### src/sv/ftn_pkg.sv
// Shared types, constants and the fingering-to-note table for the fingering converter.
// Has no dependencies. Every other file in the sv folder imports it.
package ftn_pkg;

   // Field widths.
   localparam int PATTERN_W = 6;
   localparam int TICKS_W   = 32;
   localparam int NOTE_W    = 7;
   localparam int RAW_W     = 6;
   localparam int UNIT_W    = 8;
   localparam int INTVL_W   = 6;
   localparam int LEVEL_W   = 2;
   localparam int LIMIT_W   = UNIT_W + LEVEL_W;

   // Configuration port shape.
   localparam int CSR_INDEX_W = 3;
   localparam int CSR_DATA_W  = 8;

   // Register indexes.
   localparam logic [CSR_INDEX_W-1:0] REG_DEAD_BAND_UNIT = 3'd0;
   localparam logic [CSR_INDEX_W-1:0] REG_WIDE_INTERVAL  = 3'd1;
   localparam logic [CSR_INDEX_W-1:0] REG_MID_INTERVAL   = 3'd2;
   localparam logic [CSR_INDEX_W-1:0] REG_SMALL_INTERVAL = 3'd3;
   localparam logic [CSR_INDEX_W-1:0] REG_NOTE_OFFSET    = 3'd4;

   // Register reset values.
   localparam logic [UNIT_W-1:0]  RST_DEAD_BAND_UNIT = 8'd5;
   localparam logic [INTVL_W-1:0] RST_WIDE_INTERVAL  = 6'd12;
   localparam logic [INTVL_W-1:0] RST_MID_INTERVAL   = 6'd9;
   localparam logic [INTVL_W-1:0] RST_SMALL_INTERVAL = 6'd3;
   localparam logic [NOTE_W-1:0]  RST_NOTE_OFFSET    = 7'd60;

   // Deadband levels.
   localparam logic [LEVEL_W-1:0] LEVEL_NONE  = 2'd0;
   localparam logic [LEVEL_W-1:0] LEVEL_SMALL = 2'd1;
   localparam logic [LEVEL_W-1:0] LEVEL_MID   = 2'd2;
   localparam logic [LEVEL_W-1:0] LEVEL_WIDE  = 2'd3;

   // Raw note held when no sensor is touched, and the top MIDI note.
   localparam logic [RAW_W-1:0]  NOTE_IDLE = 6'h24;
   localparam logic [NOTE_W-1:0] NOTE_MAX  = 7'd127;

   // Configuration register bank as seen by the engine.
   typedef struct packed {
      logic [UNIT_W-1:0]  dead_band_unit;
      logic [INTVL_W-1:0] wide_interval;
      logic [INTVL_W-1:0] mid_interval;
      logic [INTVL_W-1:0] small_interval;
      logic [NOTE_W-1:0]  note_offset;
   } cfg_type;

   // Result of one poll.
   typedef struct packed {
      logic [NOTE_W-1:0] note_value;
      logic              key_on;
   } result_type;

   // Fingering table: sensor pattern to raw note.
   function automatic logic [RAW_W-1:0] note_rom(input logic [PATTERN_W-1:0] pat);
      logic [RAW_W-1:0] n;
      begin
         case (pat)
            6'd0:  n = 6'h24;  6'd1:  n = 6'h1f;  6'd2:  n = 6'h1d;  6'd3:  n = 6'h21;
            6'd4:  n = 6'h1c;  6'd5:  n = 6'h23;  6'd6:  n = 6'h1a;  6'd7:  n = 6'h18;
            6'd8:  n = 6'h25;  6'd9:  n = 6'h20;  6'd10: n = 6'h1e;  6'd11: n = 6'h20;
            6'd12: n = 6'h1b;  6'd13: n = 6'h22;  6'd14: n = 6'h1b;  6'd15: n = 6'h19;
            6'd16: n = 6'h18;  6'd17: n = 6'h13;  6'd18: n = 6'h11;  6'd19: n = 6'h15;
            6'd20: n = 6'h10;  6'd21: n = 6'h17;  6'd22: n = 6'h0e;  6'd23: n = 6'h0c;
            6'd24: n = 6'h19;  6'd25: n = 6'h14;  6'd26: n = 6'h12;  6'd27: n = 6'h14;
            6'd28: n = 6'h0f;  6'd29: n = 6'h16;  6'd30: n = 6'h0f;  6'd31: n = 6'h0d;
            6'd32: n = 6'h18;  6'd33: n = 6'h13;  6'd34: n = 6'h11;  6'd35: n = 6'h15;
            6'd36: n = 6'h10;  6'd37: n = 6'h17;  6'd38: n = 6'h0e;  6'd39: n = 6'h0c;
            6'd40: n = 6'h19;  6'd41: n = 6'h14;  6'd42: n = 6'h12;  6'd43: n = 6'h14;
            6'd44: n = 6'h0f;  6'd45: n = 6'h16;  6'd46: n = 6'h0f;  6'd47: n = 6'h0d;
            6'd48: n = 6'h0c;  6'd49: n = 6'h07;  6'd50: n = 6'h05;  6'd51: n = 6'h09;
            6'd52: n = 6'h04;  6'd53: n = 6'h0b;  6'd54: n = 6'h02;  6'd55: n = 6'h00;
            6'd56: n = 6'h0d;  6'd57: n = 6'h08;  6'd58: n = 6'h06;  6'd59: n = 6'h08;
            6'd60: n = 6'h03;  6'd61: n = 6'h0a;  6'd62: n = 6'h03;  6'd63: n = 6'h01;
            default: n = NOTE_IDLE;
         endcase
         return n;
      end
   endfunction

endpackage

### src/sv/ftn_if.sv
// Valid/ready channel interfaces for the poll requests and the note results.
// Depends on ftn_pkg for the field widths.
interface ftn_req_if import ftn_pkg::*; ();
   logic                 valid;
   logic                 ready;
   logic [PATTERN_W-1:0] touch_pattern;
   logic [TICKS_W-1:0]   now_ticks;

   modport source (output valid, output touch_pattern, output now_ticks, input ready);
   modport sink   (input valid, input touch_pattern, input now_ticks, output ready);
endinterface

interface ftn_rsp_if import ftn_pkg::*; ();
   logic              valid;
   logic              ready;
   logic [NOTE_W-1:0] note_value;
   logic              key_on;

   modport source (output valid, output note_value, output key_on, input ready);
   modport sink   (input valid, input note_value, input key_on, output ready);
endinterface

### src/sv/ftn_csr.sv
// Configuration register bank written through the plain csr write port.
// Depends on ftn_pkg for register indexes, reset values and cfg_type.
module ftn_csr import ftn_pkg::*; (
   input  logic                   clock,
   input  logic                   reset,
   input  logic                   csr_we,
   input  logic [CSR_INDEX_W-1:0] csr_index,
   input  logic [CSR_DATA_W-1:0]  csr_wdata,
   output cfg_type                cfg
);

   cfg_type cfg_ff;
   cfg_type cfg_in;

   // Decode the register index; writes beyond the list are dropped.
   always_comb begin
      cfg_in = cfg_ff;
      if (csr_we) begin
         unique case (csr_index)
            REG_DEAD_BAND_UNIT: cfg_in.dead_band_unit = csr_wdata[UNIT_W-1:0];
            REG_WIDE_INTERVAL:  cfg_in.wide_interval  = csr_wdata[INTVL_W-1:0];
            REG_MID_INTERVAL:   cfg_in.mid_interval   = csr_wdata[INTVL_W-1:0];
            REG_SMALL_INTERVAL: cfg_in.small_interval = csr_wdata[INTVL_W-1:0];
            REG_NOTE_OFFSET:    cfg_in.note_offset    = csr_wdata[NOTE_W-1:0];
            default: ;
         endcase
      end
   end

   always_ff @(posedge clock) begin
      if (reset) begin
         cfg_ff.dead_band_unit <= RST_DEAD_BAND_UNIT;
         cfg_ff.wide_interval  <= RST_WIDE_INTERVAL;
         cfg_ff.mid_interval   <= RST_MID_INTERVAL;
         cfg_ff.small_interval <= RST_SMALL_INTERVAL;
         cfg_ff.note_offset    <= RST_NOTE_OFFSET;
      end else begin
         cfg_ff <= cfg_in;
      end
   end

   assign cfg = cfg_ff;

endmodule

### src/sv/ftn_engine.sv
// Deadband decision logic and the per-poll state it keeps between polls.
// Depends on ftn_pkg for the note table, levels and cfg_type.
module ftn_engine import ftn_pkg::*; (
   input  logic                 clock,
   input  logic                 reset,
   input  cfg_type              cfg,
   input  logic                 step,
   input  logic [PATTERN_W-1:0] touch_pattern,
   input  logic [TICKS_W-1:0]   now_ticks,
   output result_type           result
);

   logic [PATTERN_W-1:0] prev_pattern_ff, prev_pattern_in;
   logic [PATTERN_W-1:0] tap_pattern_ff,  tap_pattern_in;
   logic                 tap_armed_ff,    tap_armed_in;
   logic [RAW_W-1:0]     held_note_ff,    held_note_in;
   logic [TICKS_W-1:0]   band_start_ff,   band_start_in;
   logic [LEVEL_W-1:0]   band_level_ff,   band_level_in;

   logic                 same;
   logic [TICKS_W-1:0]   elapsed;
   logic [LIMIT_W-1:0]   band_limit;
   logic                 timed_out;
   logic                 tap_hit;
   logic [RAW_W-1:0]     new_note;
   logic [RAW_W-1:0]     distance;
   logic [LEVEL_W-1:0]   new_level;
   logic                 key_on;
   logic [NOTE_W:0]      offset_sum;
   logic [NOTE_W-1:0]    on_note;

   // Timeout of a running deadband while the pattern holds still.
   always_comb begin
      same       = (touch_pattern == prev_pattern_ff);
      elapsed    = now_ticks - band_start_ff;
      band_limit = LIMIT_W'(cfg.dead_band_unit) * LIMIT_W'(band_level_ff);
      timed_out  = same && (band_level_ff != LEVEL_NONE) && (band_start_ff != '0)
                   && !elapsed[TICKS_W-1] && (elapsed > TICKS_W'(band_limit));
   end

   // A pattern change either returns to an armed tap or picks a new level.
   always_comb begin
      tap_hit  = !same && (band_level_ff != LEVEL_NONE) && tap_armed_ff
                 && (tap_pattern_ff == touch_pattern);
      new_note = note_rom(touch_pattern);
      distance = (new_note > held_note_ff) ? (new_note - held_note_ff)
                                           : (held_note_ff - new_note);
      if (distance >= cfg.wide_interval) begin
         new_level = LEVEL_WIDE;
      end else if (distance >= cfg.mid_interval) begin
         new_level = LEVEL_MID;
      end else if (distance >= cfg.small_interval) begin
         new_level = LEVEL_SMALL;
      end else begin
         new_level = LEVEL_NONE;
      end
      key_on = timed_out || tap_hit || (!same && (new_level == LEVEL_NONE));
   end

   // Reported note: the saturated offset note on key-on, else the held raw note.
   always_comb begin
      offset_sum        = (NOTE_W + 1)'(new_note) + (NOTE_W + 1)'(cfg.note_offset);
      on_note           = offset_sum[NOTE_W] ? NOTE_MAX : offset_sum[NOTE_W-1:0];
      result.key_on     = key_on;
      result.note_value = key_on ? on_note : NOTE_W'(held_note_ff);
   end

   // Next state for the request being processed.
   always_comb begin
      prev_pattern_in = prev_pattern_ff;
      tap_pattern_in  = tap_pattern_ff;
      tap_armed_in    = tap_armed_ff;
      held_note_in    = held_note_ff;
      band_start_in   = band_start_ff;
      band_level_in   = band_level_ff;
      if (step) begin
         if (!same) begin
            prev_pattern_in = touch_pattern;
         end
         if (key_on) begin
            held_note_in   = new_note;
            tap_armed_in   = 1'b0;
            tap_pattern_in = '0;
            band_start_in  = '0;
            band_level_in  = LEVEL_NONE;
         end else if (!same && !tap_hit) begin
            band_start_in = now_ticks;
            band_level_in = new_level;
            // Arm the tap only when some sensor was newly pressed.
            if ((new_level == LEVEL_WIDE)
                && ((touch_pattern & ~prev_pattern_ff) != '0)) begin
               tap_pattern_in = prev_pattern_ff;
               tap_armed_in   = 1'b1;
            end
         end
      end
   end

   always_ff @(posedge clock) begin
      if (reset) begin
         prev_pattern_ff <= '0;
         tap_pattern_ff  <= '0;
         tap_armed_ff    <= 1'b0;
         held_note_ff    <= NOTE_IDLE;
         band_start_ff   <= '0;
         band_level_ff   <= LEVEL_NONE;
      end else begin
         prev_pattern_ff <= prev_pattern_in;
         tap_pattern_ff  <= tap_pattern_in;
         tap_armed_ff    <= tap_armed_in;
         held_note_ff    <= held_note_in;
         band_start_ff   <= band_start_in;
         band_level_ff   <= band_level_in;
      end
   end

endmodule

### src/sv/fingering_to_note_with_deadband.sv
// Fingering-to-note converter with interval-dependent deadband. Each request carries a
// 6-bit touch pattern and a 32-bit tick timestamp and yields exactly one response with a
// note and a key-on flag. One request is taken every clock cycle unless the response
// register is stalled; each request passes through the input register and then the
// response register. The rate is set by the deadband state update, which finishes for
// each request between those two registers. req ready follows rsp ready
// combinationally while the input and response registers are both full. Configuration
// registers are written through the csr port and must only change while no request is
// in flight.
module fingering_to_note_with_deadband import ftn_pkg::*; (
   input  logic                   clock,
   input  logic                   reset,
   ftn_req_if.sink                req_bus,
   ftn_rsp_if.source              rsp_bus,
   input  logic                   csr_we,
   input  logic [CSR_INDEX_W-1:0] csr_index,
   input  logic [CSR_DATA_W-1:0]  csr_wdata
);

   cfg_type              cfg;
   result_type           result;

   logic                 in_valid_ff, in_valid_in;
   logic [PATTERN_W-1:0] in_pattern_ff;
   logic [TICKS_W-1:0]   in_ticks_ff;
   logic                 out_valid_ff, out_valid_in;
   result_type           out_result_ff;

   logic                 advance;
   logic                 req_fire;

   ftn_csr u_csr (
      .clock     (clock),
      .reset     (reset),
      .csr_we    (csr_we),
      .csr_index (csr_index),
      .csr_wdata (csr_wdata),
      .cfg       (cfg)
   );

   ftn_engine u_engine (
      .clock         (clock),
      .reset         (reset),
      .cfg           (cfg),
      .step          (advance),
      .touch_pattern (in_pattern_ff),
      .now_ticks     (in_ticks_ff),
      .result        (result)
   );

   // Handshake: the input stage moves on whenever the response register is free.
   always_comb begin
      advance         = in_valid_ff && (!out_valid_ff || rsp_bus.ready);
      req_bus.ready   = !in_valid_ff || advance;
      req_fire        = req_bus.valid && req_bus.ready;
      in_valid_in     = req_fire || (in_valid_ff && !advance);
      out_valid_in    = advance || (out_valid_ff && !rsp_bus.ready);
   end

   // Control registers.
   always_ff @(posedge clock) begin
      if (reset) begin
         in_valid_ff  <= 1'b0;
         out_valid_ff <= 1'b0;
      end else begin
         in_valid_ff  <= in_valid_in;
         out_valid_ff <= out_valid_in;
      end
   end

   // Payload registers.
   always_ff @(posedge clock) begin
      if (req_fire) begin
         in_pattern_ff <= req_bus.touch_pattern;
         in_ticks_ff   <= req_bus.now_ticks;
      end
      if (advance) begin
         out_result_ff <= result;
      end
   end

   assign rsp_bus.valid      = out_valid_ff;
   assign rsp_bus.note_value = out_result_ff.note_value;
   assign rsp_bus.key_on     = out_result_ff.key_on;

endmodule

### src/flat_wrapper.sv
// flat-port wrapper written by rule: the top's interface ports become plain ports
module fingering_to_note_with_deadband_flat import ftn_pkg::*;
  (clock, reset, csr_we, csr_index, csr_wdata, req_bus_valid, req_bus_touch_pattern, req_bus_now_ticks, req_bus_ready, rsp_bus_valid, rsp_bus_note_value, rsp_bus_key_on, rsp_bus_ready);
  ftn_req_if req_bus_i ();
  ftn_rsp_if rsp_bus_i ();
  input  logic clock;
  input  logic reset;
  input  logic csr_we;
  input  logic [CSR_INDEX_W-1:0] csr_index;
  input  logic [CSR_DATA_W-1:0] csr_wdata;
  input wire logic [$bits(req_bus_i.valid)-1:0] req_bus_valid;
  input wire logic [$bits(req_bus_i.touch_pattern)-1:0] req_bus_touch_pattern;
  input wire logic [$bits(req_bus_i.now_ticks)-1:0] req_bus_now_ticks;
  output wire logic [$bits(req_bus_i.ready)-1:0] req_bus_ready;
  output wire logic [$bits(rsp_bus_i.valid)-1:0] rsp_bus_valid;
  output wire logic [$bits(rsp_bus_i.note_value)-1:0] rsp_bus_note_value;
  output wire logic [$bits(rsp_bus_i.key_on)-1:0] rsp_bus_key_on;
  input wire logic [$bits(rsp_bus_i.ready)-1:0] rsp_bus_ready;
  assign req_bus_i.valid = req_bus_valid;
  assign req_bus_i.touch_pattern = req_bus_touch_pattern;
  assign req_bus_i.now_ticks = req_bus_now_ticks;
  assign req_bus_ready = req_bus_i.ready;
  assign rsp_bus_valid = rsp_bus_i.valid;
  assign rsp_bus_note_value = rsp_bus_i.note_value;
  assign rsp_bus_key_on = rsp_bus_i.key_on;
  assign rsp_bus_i.ready = rsp_bus_ready;
  fingering_to_note_with_deadband u_core (.clock(clock), .reset(reset), .req_bus(req_bus_i), .rsp_bus(rsp_bus_i), .csr_we(csr_we), .csr_index(csr_index), .csr_wdata(csr_wdata));
endmodule
### config.mk
export PLATFORM = sky130hd
export DESIGN_NAME = fingering_to_note_with_deadband_flat
export DESIGN_NICKNAME = d
export VERILOG_FILES = /design/src/sv/ftn_pkg.sv /design/src/sv/ftn_if.sv /design/src/sv/ftn_csr.sv /design/src/sv/ftn_engine.sv /design/src/sv/fingering_to_note_with_deadband.sv /design/src/flat_wrapper.sv
export SDC_FILE = /design/constraint.sdc
export NUM_CORES = 1
export LEC_CHECK = 0
export BUFFER_PORTS_ARGS = -buffer_cell sky130_fd_sc_hd__clkbuf_2
export CAP_MARGIN = 20
export CORE_MARGIN = 2
export CORE_UTILIZATION = 55
export CTS_BUF_LIST = sky130_fd_sc_hd__clkbuf_4
export CTS_CLUSTER_SIZE = 20
export DETAILED_ROUTE_END_ITERATION = 6
export GPL_TIMING_DRIVEN = 0
export PLACE_DENSITY_LB_ADDON = 0.12
export SLEW_MARGIN = 20
export SYNTH_ARGS = -nofsm -noshare
export SYNTH_HDL_FRONTEND = slang
export SYNTH_SLANG_ARGS = --single-unit
### constraint.sdc
create_clock -name clock -period 6.3 [get_ports clock]
set_input_delay 0 -clock clock [delete_from_list [all_inputs] [get_ports clock]]
set_output_delay 0 -clock clock [all_outputs]
set_load 0.01 [all_outputs]
* Word-level counts from Yosys, hierarchy flattened
Memories as Yosys holds them, arrays and structs flattened. A register that Yosys moved wholly into a read port is not among the register bits.
Cells that the tools add are included.
** Storage, ports and cells
- Bits in registers :: 134
- Memory bits (read-only) :: 384
- Input port bits :: 54
- Output and inout port bits :: 10
- Logic and storage cells :: 99
- Memories kept :: 1
** Cells by class
- Add/subtract/negate cells :: 4
- $mul :: 1
- Order comparisons :: 5
- Eq/ne operators :: 7
- Muxes and demuxes :: 17
- Bitwise operators :: 3
- Reduce and logical (&&, ||, !) cells :: 43
** Memories
- (no name shown) :: depth 64, width 6, read ports 1, clocked after Yosys merged registers in 1, write ports 0, line ftn_pkg.sv:62 : case (pat)
** Operators by type and width (count)
- $mux W32 :: 2
- $mux W6 :: 6
- $gt A32 B10 Y1 :: 1
- $reduce_bool A32 Y1 :: 1
- $sub A32 B32 Y32 :: 1
- $ge A6 B6 Y1 :: 3
- $reduce_and A2 Y1 :: 8
- $logic_and A1 B1 Y1 :: 14
- $eq A6 B6 Y1 :: 2
- $sub A6 B6 Y6 :: 2
- $mul A8 B2 Y10 :: 1
- $add A6 B7 Y8 :: 1
- $mux W2 :: 4
- $logic_not A1 Y1 :: 7
- $mux W7 :: 1
- $and A6 B6 Y6 :: 1
- $eq A3 B2 Y1 const B :: 2
- $gt A6 B6 Y1 :: 1
- $logic_or A1 B1 Y1 :: 6
- $not A6 Y6 :: 1
- $reduce_bool A2 Y1 :: 3
- $reduce_bool A6 Y1 :: 1
- $mux W1 :: 4
- $eq A3 B1 Y1 const B :: 1
- 6 further kinds :: 6

* Depth between registers and ports, before layout
- Word-level depth :: 11
- Depth in mapped cells :: 25
- Depth with buffers taken out :: 23

* Cells and area by module
From an unflattened synthesis, not the netlist that was laid out.
** Second synthesis, totals
- Cell total of the unflattened synthesis :: 1009
- Area, all modules :: 9298.9 um^2
** Modules (own cells, without submodules)
- ftn_engine :: times used 1, cells each 822, area each 6436.2 um^2, seq. area each 1061.0 um^2
- fingering_to_note_with_deadband :: times used 1, cells each 56, area each 1485.2 um^2, seq. area each 1421.4 um^2
- ftn_csr :: times used 1, cells each 131, area each 1377.6 um^2, seq. area each 660.6 um^2

* Least setup slack after synthesis
Ideal clock, no wire load.
- Kind :: reg2reg
- Start point :: reg, netlist name u_core.u_engine.new_note[0]
- End point :: reg u_core.u_engine.band_start_ff[31]
- Library setup time :: 0.117 ns
- Arrival time :: 4.439 ns
- Required time :: 6.183 ns
- Slack :: 1.744 ns
- Cell stages (with the launch flop) :: 26
- Buffers on the path :: 3
- Clock period less this slack :: 4.556 ns
- Path through :: dfxtp_1 inv_1 ha_1 inv_1 fa_1 a21o_1 a21o_1 a21oi_1 nor2b_1 o22a_1 clkbuf_1 mux2i_1 a221o_1 nand2_1 nand2_1 xor2_1 ha_1 a21o_1 a21o_1 a21oi_1 nand3_1 o21a_1 and3_1 clkbuf_1 clkbuf_1 a22o_1
** On the way
- Longest elaborated chain between the ends :: 11
- Elaborated cells between the ends (all ways) :: 16
** RTL lines
- $sub A6 B6 Y6 (tied with other cells) :: line ftn_engine.sv:47 : : (held_note_ff - new_note);
- $mux W6 * :: line ftn_engine.sv:46 : distance = (new_note > held_note_ff) ? (new_note - held_note_ff)
- $ge A6 B6 Y1 :: line ftn_engine.sv:52 : end else if (distance >= cfg.small_interval) begin
- $mux W1 :: line ftn_engine.sv:52
- $mux W2 :: line ftn_engine.sv:50 : end else if (distance >= cfg.mid_interval) begin
- $mux W2 * :: line ftn_engine.sv:48 : if (distance >= cfg.wide_interval) begin
- $logic_not A2 Y1 * :: line ftn_engine.sv:57 : key_on = timed_out || tap_hit || (!same && (new_level == LEVEL_NONE));
- $logic_and A1 B1 Y1 * :: line ftn_engine.sv:57
- $logic_or A1 B1 Y1 * :: line ftn_engine.sv:57
- $reduce_bool A2 Y1 (no line)
- $reduce_and A2 Y1 (no line)
- to (signal assigned) :: line ftn_engine.sv:112 : band_start_ff <= band_start_in;
- to (decl) :: line ftn_engine.sv:17 : logic [TICKS_W-1:0] band_start_ff, band_start_in;
Mark *: on every way between the ends. The rest lies on a longest branch, timed or not.
A chain may end at the register's enable or synchronous reset.

* Final worst setup path
- Start point :: reg, netlist name u_core.u_engine.new_note[0]
- End point :: reg u_core.u_engine.band_start_ff[6]
** On the way
- Longest elaborated chain between the ends :: 11
- Elaborated cells between the ends (all ways) :: 16
** RTL lines (line)
- $sub A6 B6 Y6 (tied with other cells) :: ftn_engine.sv:47
- $mux W6 * :: ftn_engine.sv:46
- $ge A6 B6 Y1 :: ftn_engine.sv:52
- $mux W1 :: ftn_engine.sv:52
- $mux W2 :: ftn_engine.sv:50
- $mux W2 * :: ftn_engine.sv:48
- $logic_not A2 Y1 * :: ftn_engine.sv:57
- $logic_and A1 B1 Y1 * :: ftn_engine.sv:57
- $logic_or A1 B1 Y1 * :: ftn_engine.sv:57
- $reduce_bool A2 Y1 (no line)
- $reduce_and A2 Y1 (no line)
Marks and branches as above.

==> metrics.csv <==
metric,value,unit
reg2regPathDepth,25,
num_vias,7659,
synth_cell_type_count,69,
power_leakage,4.50,nW
setup_viol,0,
dp_cells,1291,
avgSynthCellArea,9.04,um^2
hold_end,u_core.u_csr.cfg[6],
crit_path_end_kind,flop,
rsz0062_at_grt,no,
tns,0,ps
yosysWarnings,0,
final_util,0.643,
initial_core_util,0.555,
layout_commonest_cell,nand2_1,
tightest_slew,895,ps
fp.coreArea,16400,um^2
dieArea,17600,um^2
synth_nets,1163,
std_cell_rows,47,
synth_area_leaders,"dfxtp_1 (21%), edfxtp_1 (15%), ha_1 (13%)",
cts_tree,yes,
viasPerCell,5.56,
antenna_found_initial,1,
synth-edff-count,46,
max_cap_violations,0,
drtIter0Drc,479,
cts_made_buffers,17,
port_buffers,63,
regToRegSetupSlack,750,ps
clock.fmax,180,MHz
criticalPathCategory,reg -> reg,
cts_resized,0,
critPathLaunchType,flop,
postCtsHoldBufs,54,
synthArstFlopShare,0,
synth-seq-cells,140,
syn-cell-area,9110,um^2
cts.path.max_buffers,2,
cts_sinks,140,
grt_pass1_vias,7293,
cellPowerDensity,251,nW/um^2
slew_headroom,0.399,
cts_setup_buffers,0,
htreeDepth,4,
pin_count,64,
synth_top_area_share,0.207,
area_growth,15.9,%
slew_violations,0,
syn_inst,1007,
die_x,133,um
grtUsageTotal,0.252,
layout_min_cycle_time,5550,ps
ys_seq_area_frac,0.358,
finalWirelength,21900,um
timing.rr.end,u_core.u_engine.band_start_ff[6],
fin_ws,755,ps
place_congestion,0.913,
synth_area_leader_cell,dfxtp_1,
stdcell_count,1378,
grt_overflow_total,0,
layout.nets,1300,
status,completed,
nFillCells,1419,
worstPathMaxFanout,10,
ir_worst_vdd,193,uV
cp.arrival,5980,ps
mostFrequentLayoutCells,"nand2_1 (115), ha_1 (97), dfxtp_1 (94)",
grt_pass1_wl,35600,um
worstHoldStart,csr_we,
post-place-ws,827,ps
synthFlopType,dfxtp_1,
first_pass_iters,5,
clock_latency,540,ps
routedWlPerCell,15.9,um
grt_max_degree,22,
r2r_start,u_core.u_engine.new_note[0],
hold_violations,0,
drtAntennaViolNets,0,
hpwl,16400,um
die_height,133,um
drive_gt1_frac,0.106,
worstHoldPathCells,5,
clock-root-buffer,clkbuf_4,
hold_path_class,in -> reg,
cts.clk_slew.worst_paths,130,ps
drc,0,
cp_data_required_time,6730,ps
finalCritPeriodShare,0.880,
clock_skew,15.6,ps
-- synthesized netlist by cell type, types with 11 or more instances --
cell	n
nand2_1	115
a22o_1	39
xor2_1	14
dfxtp_1	94
xnor2_1	24
nor2_1	72
and2_1	18
clkbuf_1	25
mux2i_1	41
nor4_1	17
nor2b_1	17
ha_1	97
inv_1	87
nand3_1	24
nand4_1	14
o21ai_0	22
a21oi_1	66
o21a_1	11
nor3_1	11
a21o_1	30
edfxtp_1	46
-- cells by family after synthesis --
kind of cell               after synthesis  share of synthesized area
adders and majority gates              102                      0.144
and+or+nand+nor                        315                      0.163
buffers and inverters                  122                     0.0537
DFF                                    140                      0.358
muxes                                   48                     0.0558
xor gates and xnor gates                38                     0.0365
AOI/OAI and AO/OA                      242                      0.189
-- where the power goes --
| group | internal (W) | switching [W] | total [W] |
|---|---|---|---|
| sequential | 0.00100 | 0.0000534 | 0.00106 |
| clock | 0.000248 | 0.000348 | 0.000597 |
| combinational | 0.000439 | 0.000552 | 0.000991 |
| total | 0.00169 | 0.000953 | 0.00264 |
-- per-stage QoR --
step / cell area (um^2) / power, W / hold slack, ps
2_1_floorplan: 9110 / 0.00179 / 98.9
3_3_place_gp: 9700 / 0.00201 / 178
3_5_place_dp: 9720 / 0.00203 / 179
4_1_cts: 10500 / 0.00266 / 0.162
5_1_grt: 10600 / 0.00283 / 41.4
6_report: 10600 / 0.00264 / 50.8
-- critical path, stage by stage, from the launching register on --
cell	delay, ps
dfxtp_1	380
inv_1	70
ha_1	160
inv_1	50
fa_1	390
a21o_1	180
a21o_1	190
a21oi_1	170
nor2b_1	70
o22a_1	180
clkbuf_1	270
mux2i_1	200
a221o_1	320
nand2_1	100
nand2_1	70
xor2_1	310
ha_1	300
a21o_1	160
a21o_1	170
a21oi_1	300
nand3_1	170
o21a_1	260
and3_1	190
clkbuf_1	220
clkbuf_1	310
a22o_1	250
-- routing by layer --
metal | vias up | GRT usage | wire [um]
li1 | 3877 | - | -
met2 | 189 | 0.451 | 11000
met4 | 0 | 0.0699 | 356
met3 | 30 | 0.0418 | 833
met1 | 3563 | 0.315 | 9750
met5 | - | 0 | 0
-- flip-flops by register name, summed over array words and instances (netlist names) --
signal,flops
u_core.u_engine.band_start_ff,32
u_core.u_engine.tap_armed_ff,1
u_core.u_engine.new_note,6
u_core.rsp_bus.key_on,1
u_core.in_pattern_ff,6
u_core.u_engine.band_level_ff,2
u_core.u_engine.prev_pattern_ff,6
u_core.in_ticks_ff,32
u_core.rsp_bus.valid,1
u_core.rsp_bus.note_value,7
u_core.u_engine.held_note_ff,6
u_core.in_valid_ff,1
u_core.u_engine.tap_pattern_ff,6
u_core.u_csr.cfg,33
-- area by class of cell --
class | instances | area, um^2 | area share
Buffer | 35 | 163 | 0.0154
Antenna cell | 1 | 2.50 | 0.000237
Multi-Input combinational cell | 745 | 5350 | 0.507
Sequential cell | 140 | 3260 | 0.309
Clock inverter | 13 | 140 | 0.0133
Clock buffer | 19 | 143 | 0.0135
Timing Repair Buffer | 118 | 883 | 0.0837
Tap cell | 220 | 275 | 0.0261
Inverter | 87 | 327 | 0.0310
-- worst max-delay path by stage --
stage	startpoint	to	slack, ps	cells past startpoint
2_1_floorplan	u_core.u_engine.new_note[0]	u_core.u_engine.band_start_ff[31]	1740	25
3_3_place_gp	u_core.u_engine.new_note[0]	u_core.u_engine.band_start_ff[7]	900	25
3_5_place_dp	u_core.u_engine.new_note[0]	u_core.u_engine.band_start_ff[6]	830	25
4_1_cts	u_core.u_engine.new_note[0]	u_core.u_engine.band_start_ff[6]	760	25
5_1_grt	u_core.u_engine.new_note[0]	u_core.u_engine.band_start_ff[9]	420	25
6_report	u_core.u_engine.new_note[0]	u_core.u_engine.band_start_ff[6]	750	25
Power figures use the tool's default switching activity.
